**src/sv/permutation_rank_encoder_defines.svh**
```systemverilog
// Assertion macros used by the permutation rank encoder top level.
`ifndef PERMUTATION_RANK_ENCODER_DEFINES_SVH
`define PERMUTATION_RANK_ENCODER_DEFINES_SVH

`ifndef SYNTHESIS

// Property checked on every rising clock edge outside reset.
`define PRE_ASSERT(lbl, clk, rst_n, prop) \
    lbl: assert property (@(posedge clk) disable iff (!rst_n) prop) \
        else $error("pre assertion failed");

// Implication whose consequent is checked in the next cycle, outside reset.
`define PRE_ASSERT_NEXT(lbl, clk, rst_n, cond, prop) \
    lbl: assert property (@(posedge clk) disable iff (!rst_n) (cond) |=> (prop)) \
        else $error("pre assertion failed");

`else

`define PRE_ASSERT(lbl, clk, rst_n, prop)
`define PRE_ASSERT_NEXT(lbl, clk, rst_n, cond, prop)

`endif

`endif

```
**src/sv/pre_pkg.sv**
```systemverilog
// Package: widths, defaults, control structs and FSM type of the rank encoder.
`timescale 1ns / 1ps
`default_nettype none

package pre_pkg;

    localparam int ELEM_W         = 8;   // element_value field
    localparam int RANK_W         = 45;  // perm_rank field
    localparam int LEN_W          = 5;   // perm_length field
    localparam int MAX_LEN_DEF    = 16;
    localparam int VALUE_BITS_DEF = 8;

    typedef enum logic [1:0] {
        ST_LOAD,
        ST_DRAIN,
        ST_DONE
    } t_state;

    // Per-cycle control of the cell chain.
    typedef struct packed {
        logic shift;  // every cell takes its left neighbor's contents
        logic load;   // new element enters; held values compare against it
    } t_cell_ctl;

    // Control of the Horner accumulator.
    typedef struct packed {
        logic start;  // clear rank, load remaining length
        logic step;   // rank = rank * remaining + count
    } t_horner_ctl;

endpackage

`default_nettype wire

```
**src/sv/pre_ifs.sv**
```systemverilog
// Valid/ready channel interfaces for element input and rank output words.
`timescale 1ns / 1ps
`default_nettype none

interface pre_in_if;
    import pre_pkg::*;

    logic              valid;
    logic              ready;
    logic [ELEM_W-1:0] element_value;
    logic              last_element;

    modport source (output valid, output element_value, output last_element, input ready);
    modport sink   (input valid, input element_value, input last_element, output ready);
endinterface

interface pre_out_if;
    import pre_pkg::*;

    logic              valid;
    logic              ready;
    logic [RANK_W-1:0] perm_rank;
    logic [LEN_W-1:0]  perm_length;
    logic              length_overflow;

    modport source (output valid, output perm_rank, output perm_length,
                    output length_overflow, input ready);
    modport sink   (input valid, input perm_rank, input perm_length,
                    input length_overflow, output ready);
endinterface

`default_nettype wire

```
**src/sv/pre_cell.sv**
```systemverilog
// One cell of the chain: holds an element and its count of smaller later elements.
`timescale 1ns / 1ps
`default_nettype none

module pre_cell #(
    parameter int VALUE_BITS = pre_pkg::VALUE_BITS_DEF,
    parameter int CW         = 4
) (
    input  wire                         i_clk,
    input  wire                         i_rst_n,
    input  wire pre_pkg::t_cell_ctl     i_ctl,
    input  wire [VALUE_BITS-1:0]        i_elem,
    input  wire                         i_prev_valid,
    input  wire [VALUE_BITS-1:0]        i_prev_value,
    input  wire [CW-1:0]                i_prev_count,
    output logic                        o_valid,
    output logic [VALUE_BITS-1:0]       o_value,
    output logic [CW-1:0]               o_count
);
    import pre_pkg::*;

    logic                  r_valid;
    logic [VALUE_BITS-1:0] r_value;
    logic [CW-1:0]         r_count;
    logic                  w_gt;

    // held element greater than the arriving one: one more smaller element after it
    assign w_gt = i_ctl.load & r_valid & (r_value > i_elem);

    always_ff @(posedge i_clk) begin
        if (!i_rst_n) begin
            r_valid <= 1'b0;
        end else if (i_ctl.shift) begin
            r_valid <= i_prev_valid;
        end
    end

    always_ff @(posedge i_clk) begin
        if (i_ctl.shift) begin
            r_value <= i_prev_value;
            r_count <= i_prev_count;
        end
    end

    assign o_valid = r_valid;
    assign o_value = r_value;
    assign o_count = r_count + CW'(w_gt);

endmodule

`default_nettype wire

```
**src/sv/pre_horner.sv**
```systemverilog
// Horner accumulator: rank = rank*rem + count per cycle with step high.
`timescale 1ns / 1ps
`default_nettype none

module pre_horner #(
    parameter int LW = 5,
    parameter int CW = 4
) (
    input  wire                        i_clk,
    input  wire                        i_rst_n,
    input  wire pre_pkg::t_horner_ctl  i_ctl,
    input  wire [LW-1:0]               i_length,
    input  wire [CW-1:0]               i_count,
    output logic [pre_pkg::RANK_W-1:0] o_rank,
    output logic [LW-1:0]              o_rem
);
    import pre_pkg::*;

    logic [RANK_W-1:0]    r_rank;
    logic [LW-1:0]        r_rem;
    logic [RANK_W+LW-1:0] w_prod;
    logic [RANK_W-1:0]    n_rank;

    assign w_prod = r_rank * r_rem;
    assign n_rank = w_prod[RANK_W-1:0] + RANK_W'(i_count);  // modulo 2^RANK_W

    always_ff @(posedge i_clk) begin
        if (!i_rst_n) begin
            r_rem <= '0;
        end else if (i_ctl.start) begin
            r_rem <= i_length;
        end else if (i_ctl.step) begin
            r_rem <= r_rem - LW'(1);
        end
    end

    always_ff @(posedge i_clk) begin
        if (i_ctl.start) begin
            r_rank <= '0;
        end else if (i_ctl.step) begin
            r_rank <= n_rank;
        end
    end

    assign o_rank = r_rank;
    assign o_rem  = r_rem;

endmodule

`default_nettype wire

```
**src/sv/permutation_rank_encoder.sv**
```systemverilog
// Top level: permutation rank encoder built from a chain of element cells.
//
//  channel | dir | word                                         | handshake
//  --------+-----+----------------------------------------------+----------
//  i_in    | in  | element_value, last_element                  | valid/ready
//  o_out   | out | perm_rank, perm_length, length_overflow      | valid/ready
//
// Elements load at one per cycle while in ST_LOAD; each shifts into cell 0
// while older cells move one place down the chain and update their counts
// on the way. A last element starts a drain (the chain shifts out at its
// far end, one Horner step per valid cell); ST_DONE then hands the result
// to the output register, and only after that write is the next element
// accepted.
// Synchronous active-low reset empties the chain and the output register.
// A stalled output only holds the encoder once the next result is ready.
`timescale 1ns / 1ps
`default_nettype none

`include "permutation_rank_encoder_defines.svh"

module permutation_rank_encoder #(
    parameter int MAX_LEN    = pre_pkg::MAX_LEN_DEF,
    parameter int VALUE_BITS = pre_pkg::VALUE_BITS_DEF
) (
    input  wire       i_clk,
    input  wire       i_rst_n,
    pre_in_if.sink    i_in,
    pre_out_if.source o_out
);
    import pre_pkg::*;

    localparam int LW = $clog2(MAX_LEN + 1);               // fill count 0..MAX_LEN
    localparam int CW = (MAX_LEN > 1) ? $clog2(MAX_LEN) : 1;  // count 0..MAX_LEN-1

    // ---------------- control state ----------------
    t_state         r_state, n_state;
    logic [LW-1:0]  r_fill, n_fill;
    logic           r_ovf;

    // ---------------- output register ----------------
    logic              r_out_valid;
    logic [RANK_W-1:0] r_out_rank;
    logic [LEN_W-1:0]  r_out_len;
    logic              r_out_ovf;

    // ---------------- FSM outputs ----------------
    logic        w_in_ready;
    t_cell_ctl   w_cell_ctl;
    t_horner_ctl w_hctl;
    logic        w_out_write;

    logic                  w_accept;
    logic                  w_full;
    logic [VALUE_BITS-1:0] w_elem;

    // chain taps
    logic                  w_valid [MAX_LEN];
    logic [VALUE_BITS-1:0] w_value [MAX_LEN];
    logic [CW-1:0]         w_count [MAX_LEN];
    logic [MAX_LEN-1:0]    w_valid_vec;

    logic [RANK_W-1:0] w_rank;
    logic [LW-1:0]     w_rem;
    logic              w_tail_valid;

    assign w_accept     = i_in.valid & w_in_ready;
    assign w_full       = (r_fill == LW'(MAX_LEN));
    assign w_tail_valid = w_valid[MAX_LEN-1];

    // the element's low VALUE_BITS bits take part; a narrower one is zero-extended
    if (VALUE_BITS <= ELEM_W) begin : g_elem_trunc
        assign w_elem = i_in.element_value[VALUE_BITS-1:0];
    end else begin : g_elem_ext
        assign w_elem = {{(VALUE_BITS - ELEM_W){1'b0}}, i_in.element_value};
    end

    // fill after this word; an element beyond MAX_LEN is dropped
    assign n_fill = (w_accept && !w_full) ? r_fill + LW'(1) : r_fill;

    // ---------------- next state ----------------
    always_comb begin
        n_state = r_state;
        case (r_state)
            ST_LOAD: begin
                if (w_accept && i_in.last_element) n_state = ST_DRAIN;
            end
            ST_DRAIN: begin
                // last Horner step: newest element sits at the chain end
                if (w_tail_valid && (w_rem == LW'(1))) n_state = ST_DONE;
            end
            ST_DONE: begin
                if (w_out_write) n_state = ST_LOAD;
            end
            default: n_state = ST_LOAD;
        endcase
    end

    // ---------------- FSM outputs ----------------
    always_comb begin
        w_in_ready       = 1'b0;
        w_cell_ctl.shift = 1'b0;
        w_cell_ctl.load  = 1'b0;
        w_hctl.start     = 1'b0;
        w_hctl.step      = 1'b0;
        w_out_write      = 1'b0;
        case (r_state)
            ST_LOAD: begin
                w_in_ready       = 1'b1;
                w_cell_ctl.load  = i_in.valid & !w_full;
                w_cell_ctl.shift = i_in.valid & !w_full;
                w_hctl.start     = i_in.valid & i_in.last_element;
            end
            ST_DRAIN: begin
                w_cell_ctl.shift = 1'b1;
                w_hctl.step      = w_tail_valid;
            end
            ST_DONE: begin
                w_out_write = !r_out_valid | o_out.ready;
            end
            default: ;
        endcase
    end

    // ---------------- registers ----------------
    always_ff @(posedge i_clk) begin
        if (!i_rst_n) begin
            r_state     <= ST_LOAD;
            r_fill      <= '0;
            r_ovf       <= 1'b0;
            r_out_valid <= 1'b0;
        end else begin
            r_state <= n_state;
            if (w_out_write) begin
                r_fill <= '0;
                r_ovf  <= 1'b0;
            end else begin
                r_fill <= n_fill;
                if (w_accept && w_full) r_ovf <= 1'b1;
            end
            if (w_out_write) begin
                r_out_valid <= 1'b1;
            end else if (o_out.ready) begin
                r_out_valid <= 1'b0;
            end
        end
    end

    always_ff @(posedge i_clk) begin
        if (w_out_write) begin
            r_out_rank <= w_rank;
            r_out_len  <= LEN_W'(r_fill);
            r_out_ovf  <= r_ovf;
        end
    end

    // ---------------- cell chain ----------------
    for (genvar k = 0; k < MAX_LEN; k++) begin : g_cell
        logic                  w_in_valid;
        logic [VALUE_BITS-1:0] w_in_value;
        logic [CW-1:0]         w_in_count;

        if (k == 0) begin : g_head
            // new element enters with a zero count; empty slots enter while draining
            assign w_in_valid = w_cell_ctl.load;
            assign w_in_value = w_elem;
            assign w_in_count = '0;
        end else begin : g_link
            assign w_in_valid = w_valid[k-1];
            assign w_in_value = w_value[k-1];
            assign w_in_count = w_count[k-1];
        end

        pre_cell #(
            .VALUE_BITS (VALUE_BITS),
            .CW         (CW)
        ) u_cell (
            .i_clk        (i_clk),
            .i_rst_n      (i_rst_n),
            .i_ctl        (w_cell_ctl),
            .i_elem       (w_elem),
            .i_prev_valid (w_in_valid),
            .i_prev_value (w_in_value),
            .i_prev_count (w_in_count),
            .o_valid      (w_valid[k]),
            .o_value      (w_value[k]),
            .o_count      (w_count[k])
        );

        assign w_valid_vec[k] = w_valid[k];
    end

    // ---------------- Horner accumulator ----------------
    pre_horner #(
        .LW (LW),
        .CW (CW)
    ) u_horner (
        .i_clk    (i_clk),
        .i_rst_n  (i_rst_n),
        .i_ctl    (w_hctl),
        .i_length (n_fill),
        .i_count  (w_count[MAX_LEN-1]),
        .o_rank   (w_rank),
        .o_rem    (w_rem)
    );

    // ---------------- output port ----------------
    assign i_in.ready            = w_in_ready;
    assign o_out.valid           = r_out_valid;
    assign o_out.perm_rank       = r_out_rank;
    assign o_out.perm_length     = r_out_len;
    assign o_out.length_overflow = r_out_ovf;

    // ---------------- assertions ----------------
    // while loading, occupied cells track the fill count
    `PRE_ASSERT(a_fill_matches_cells, i_clk, i_rst_n,
        (r_state == ST_LOAD) |-> ($countones(w_valid_vec) == 32'(r_fill)))
    // a Horner step never runs with nothing left to fold in
    `PRE_ASSERT(a_step_has_rem, i_clk, i_rst_n, w_hctl.step |-> (w_rem != '0))
    // a last element always starts the drain
    `PRE_ASSERT_NEXT(a_last_starts_drain, i_clk, i_rst_n,
        w_accept && i_in.last_element, r_state == ST_DRAIN)
    // a result word never reports an empty permutation
    `PRE_ASSERT(a_out_len_nonzero, i_clk, i_rst_n, r_out_valid |-> (r_out_len != '0))

endmodule

`default_nettype wire

```
**src/flat_wrapper.sv**
```systemverilog
// flat-port wrapper written by rule: the top's interface ports become plain ports
module permutation_rank_encoder_flat import pre_pkg::*;
#(
    parameter int MAX_LEN    = pre_pkg::MAX_LEN_DEF,
    parameter int VALUE_BITS = pre_pkg::VALUE_BITS_DEF
)
  (i_clk, i_rst_n, i_in_valid, i_in_element_value, i_in_last_element, i_in_ready, o_out_valid, o_out_perm_rank, o_out_perm_length, o_out_length_overflow, o_out_ready);
  pre_in_if i_in_i ();
  pre_out_if o_out_i ();
  input  wire i_clk;
  input  wire i_rst_n;
  input wire logic [$bits(i_in_i.valid)-1:0] i_in_valid;
  input wire logic [$bits(i_in_i.element_value)-1:0] i_in_element_value;
  input wire logic [$bits(i_in_i.last_element)-1:0] i_in_last_element;
  output wire logic [$bits(i_in_i.ready)-1:0] i_in_ready;
  output wire logic [$bits(o_out_i.valid)-1:0] o_out_valid;
  output wire logic [$bits(o_out_i.perm_rank)-1:0] o_out_perm_rank;
  output wire logic [$bits(o_out_i.perm_length)-1:0] o_out_perm_length;
  output wire logic [$bits(o_out_i.length_overflow)-1:0] o_out_length_overflow;
  input wire logic [$bits(o_out_i.ready)-1:0] o_out_ready;
  assign i_in_i.valid = i_in_valid;
  assign i_in_i.element_value = i_in_element_value;
  assign i_in_i.last_element = i_in_last_element;
  assign i_in_ready = i_in_i.ready;
  assign o_out_valid = o_out_i.valid;
  assign o_out_perm_rank = o_out_i.perm_rank;
  assign o_out_perm_length = o_out_i.perm_length;
  assign o_out_length_overflow = o_out_i.length_overflow;
  assign o_out_i.ready = o_out_ready;
  permutation_rank_encoder #(.MAX_LEN(MAX_LEN), .VALUE_BITS(VALUE_BITS)) u_core (.i_clk(i_clk), .i_rst_n(i_rst_n), .i_in(i_in_i), .o_out(o_out_i));
endmodule
```
**config.mk**
```make
export PLATFORM = sky130hd
export DESIGN_NAME = permutation_rank_encoder_flat
export DESIGN_NICKNAME = d
export VERILOG_FILES = /design/src/sv/pre_pkg.sv /design/src/sv/pre_ifs.sv /design/src/sv/pre_cell.sv /design/src/sv/pre_horner.sv /design/src/sv/permutation_rank_encoder.sv /design/src/flat_wrapper.sv
export VERILOG_INCLUDE_DIRS = /design/src /design/src/sv
export SDC_FILE = /design/constraint.sdc
export NUM_CORES = 1
export LEC_CHECK = 0
export BUFFER_PORTS_ARGS = -buffer_cell sky130_fd_sc_hd__buf_2
export CORE_ASPECT_RATIO = 1.2
export CORE_UTILIZATION = 55
export DETAILED_ROUTE_END_ITERATION = 7
export GPL_ROUTABILITY_DRIVEN = 0
export GPL_TIMING_DRIVEN = 0
export MAX_ROUTING_LAYER = met4
export PLACE_DENSITY = 0.72
export SYNTH_ARGS = -nofsm -noshare
export SYNTH_HDL_FRONTEND = slang
export SYNTH_SLANG_ARGS = --single-unit
```
**constraint.sdc**
```tcl
create_clock -name i_clk -period 12.1 [get_ports i_clk]
set_input_delay 0 -clock i_clk [delete_from_list [all_inputs] [get_ports i_clk]]
set_output_delay 0 -clock i_clk [all_outputs]
set_load 0.01 [all_outputs]
```
==> run_results.csv <==
group,metric,value,unit
grt,met3_usage,0.0331,
floorplan,die_area,0.0377,sq mm
cts,clk_pin_slew_worst_paths,60,ps
logic_synthesis,seq_area_frac_synth,0.418,
grt,grt.busiest_layer,"met2",
route,drc,0,
worst_hold_path,hold_class,"in -> reg",
cts,cts_hold_buf,12,
sta,finalCritPeriodShare,0.611,
cts,cts.sinks,308,
final_layout,drive_gt1_frac,0.0715,
route,drt-initial-drc-count,812,
logic_synthesis,ys_ff_latch,308,
grt,grt_pass1_wl,76000,um
status,status,"finished, final reports clean",
route,route.detailed.wl_per_inst,18.9,um
grt,grt_antenna_before_repair,0,
critical_path,critPathMaxStageDelay,630,ps
critical_path,r2r_end,"u_core.u_horner.o_rank[42]",
final_layout,layout_common_cells,"263 x nand2_1, 249 x ha_1, 233 x edfxtp_1",
grt,grt_pass1_vias,15200,
cts,cts_buffer_depth,3,
logic_synthesis,yosysWarnings,0,
logic_synthesis,synth-async-reset-ratio,0,
pwr,power,2.65,mW
cts,htreeDepth,2,
floorplan,num_rows,76,
logic_synthesis,synth_area_per_cell,11.0,sq um
cts,clock_latency,540,ps
cts,cts_setup_buffers,0,
place,numPortBuffers,65,
sta,setup_violations,0,
cts,ctsRootBufferMaster,"clkbuf_16",
sta,tightest_slew,845,ps
logic_synthesis,syn-instance-count,1844,
grt,gr-total-overflow,0,
floorplan,die_h,213,um
sta,finalSetupTns,0,ps
final_layout,syn2layout_area_growth,11.1,%
worst_hold_path,min_to,"u_core.u_horner.o_rem[1]",
place,place_ws,4850,ps
grt,grt.met1_usage,0.304,
critical_path,arrival,7790,ps
logic_synthesis,synth_edf_count,233,
final_layout,fin_nets,2349,
logic_synthesis,ys_types,61,
sta,worst_clock_skew,21.3,ps
pwr,p_per_area,118,mW/mm^2
route,vias,14300,
floorplan,die_x,178,um
sta,slew_headroom,0.437,
final_layout,final_util,0.625,
critical_path,cp_cell_sequence,"inv_1 > ha_1 > nor4bb_1 > nor2_1 > clkbuf_1 > clkbuf_1 > o2111a_1 > ha_1 > nand3_1 > xor2_1 > fa_1 > inv_1 > ha_1 > fa_1 > fa_1 > a211oi_1 > o211ai_1 > a311oi_1 > a21oi_1 > a31oi_1 > nand2b_1 > a211oi_1 > o31ai_1",
floorplan,initial_core_util,0.563,
logic_synthesis,synth_ff_type,"edfxtp_1",
critical_path,path_class,"reg -> reg",
place,hpwl,34100,um
critical_path,reg2reg_slack,4710,ps
critical_path,slowest_stage,"clkbuf_1",
run,drv_cap,0,
sta,rsz0062_at_grt,"false",
floorplan,core_area,0.0361,sq mm
critical_path,critPathLaunchType,"register",
final_layout,final_common_cell,"nand2_1",
logic_synthesis,synth_nets,2231,
route,route.antenna.remaining_nets,0,
grt,grtUsageMet2,0.469,
critical_path,endpoint_kind,"register",
pwr,leakage,10.1,nW
pwr,ir_drop,0.132,mV
critical_path,worstPathMaxFanout,10,
sta,finalWorstSetupSlack,4710,ps
floorplan,ios,66,
logic_synthesis,synthesis.area,0.0203,sq mm
route,via_per_inst,5.84,
worst_hold_path,min_from,"i_in_last_element",
worst_hold_path,min_delay_path_depth,4,
cts,cts_buffers,34,
sta,min_period,7390,ps
cts,cts_tree,"built",
cts,postCtsResizedCells,0,
critical_path,rr_worst_depth,23,
sta,max_freq,0.135,GHz
grt,grt_max_degree,67,
critical_path,r2r_start,"u_core.r_fill[1]",
route,wl,46400,um
sta,hold_violations,0,
critical_path,cp.required,12500,ps
route,dr.pass1.iters,5,
grt,grt_use_total,0.265,
sta,report.final.slew_viol_count,0,
final_layout,antenna_cells,0,
logic make-up after synthesis:
group	synth area share
AND/OR/NAND/NOR	0.138
adder cells (fa/ha/maj)	0.276
AO/OA/AOI/OAI	0.102
flip-flops	0.418
buffers and inverters	0.0349
XOR/XNOR	0.0289
multiplexers	0.00148
registers in the layout, summed over array words and instances (netlist names), 2 cells and up:
register	count
u_core.r_state	2
u_core.u_horner.o_rem	5
u_core.g_cell.u_cell.o_value	128
u_core.o_out.perm_length	5
u_core.o_out.perm_rank	45
u_core.g_cell.u_cell.r_count	54
u_core.r_fill	5
u_core.u_horner.o_rank	45
u_core.g_cell.u_cell.o_valid	16
critical path, delay by kind of cell (launching register included):
kind	cells	cell delay, ps
AO/OA/AOI/OAI	8	2480
XOR/XNOR	1	160
adder cells (fa/ha/maj)	6	2190
buffers and inverters	4	1270
flip-flops	1	470
AND/OR/NAND/NOR	4	670
per-layer routing:
metal / up-vias / routed length (um)
li1: 6749 / -
met5: - / 0
met4: 0 / 1600
met2: 372 / 24400
met1: 7099 / 18500
met3: 115 / 1920
cells in the mapped netlist, types with 3 or more instances:
| library cell | number | area share |
|---|---|---|
| nand2_1 | 263 | 0.049 |
| ha_1 | 249 | 0.15 |
| edfxtp_1 | 233 | 0.34 |
| fa_1 | 125 | 0.12 |
| inv_1 | 124 | 0.023 |
| a21oi_1 | 115 | 0.028 |
| and2_1 | 90 | 0.028 |
| dfxtp_1 | 75 | 0.074 |
| o21ai_0 | 74 | 0.018 |
| clkbuf_1 | 56 | 0.010 |
| nor2_1 | 51 | 0.0094 |
| a21o_1 | 42 | 0.016 |
| xnor2_1 | 37 | 0.016 |
| nand3_1 | 36 | 0.0089 |
| nand4_1 | 32 | 0.0098 |
| xor2_1 | 30 | 0.013 |
| nand2b_1 | 22 | 0.0068 |
| nor2b_1 | 22 | 0.0068 |
| a21boi_0 | 16 | 0.0059 |
| and3_1 | 15 | 0.0046 |
| nor3_1 | 14 | 0.0034 |
| a211oi_1 | 13 | 0.0048 |
| o21a_1 | 13 | 0.0048 |
| and4_1 | 11 | 0.0047 |
| a31oi_1 | 9 | 0.0028 |
| o2111a_1 | 8 | 0.0044 |
| o21bai_1 | 7 | 0.0026 |
| buf_2 | 4 | 0.00098 |
| o2111ai_1 | 4 | 0.0017 |
| o211ai_1 | 4 | 0.0015 |
| a311oi_1 | 3 | 0.0013 |
| a31o_2 | 3 | 0.0013 |
| mux2i_1 | 3 | 0.0015 |
| or3_1 | 3 | 0.00092 |
worst max-delay path by stage:
stage | from | end | slack, ps | cells past startpoint
finish | u_core.r_fill[1] | u_core.u_horner.o_rank[42] | 4710 | 23
global placement | u_core.r_fill[0] | u_core.g_cell[14].u_cell.o_valid | 2500 | 9
CTS | u_core.r_fill[0] | u_core.u_horner.o_rank[42] | 4770 | 23
floorplan | u_core.r_fill[0] | u_core.g_cell[0].u_cell.o_value[0] | 5110 | 7
detailed placement | u_core.r_fill[0] | u_core.u_horner.o_rank[42] | 4850 | 23
global route | u_core.r_fill[1] | u_core.u_horner.o_rank[42] | 4350 | 23
per-stage QoR:
step	std cells	cell area [sq um]	hold slack, ps
finish	2455	22600	116
global placement	2377	21200	193
detailed placement	2382	21400	194
global route	2455	22600	157
CTS	2455	22600	77.0
floorplan	1844	20300	98.9
cell type report:
cell class / instances / area, sq um
Clock buffer: 44 / 950
Buffer: 63 / 248
Fill cell: 2910 / 13500
Tap cell: 468 / 586
Inverter: 124 / 465
Clock inverter: 17 / 135
Sequential cell: 308 / 8500
Timing Repair Buffer: 82 / 576
Multi-Input combinational cell: 1349 / 11100
report_power, final:
| part | internal, mW | total, mW | switching (mW) |
|---|---|---|---|
| Combinational | 0.118 | 0.309 | 0.190 |
| Sequential | 1.27 | 1.33 | 0.0569 |
| Clock | 0.579 | 1.02 | 0.438 |
Power figures use the tool's default switching activity.
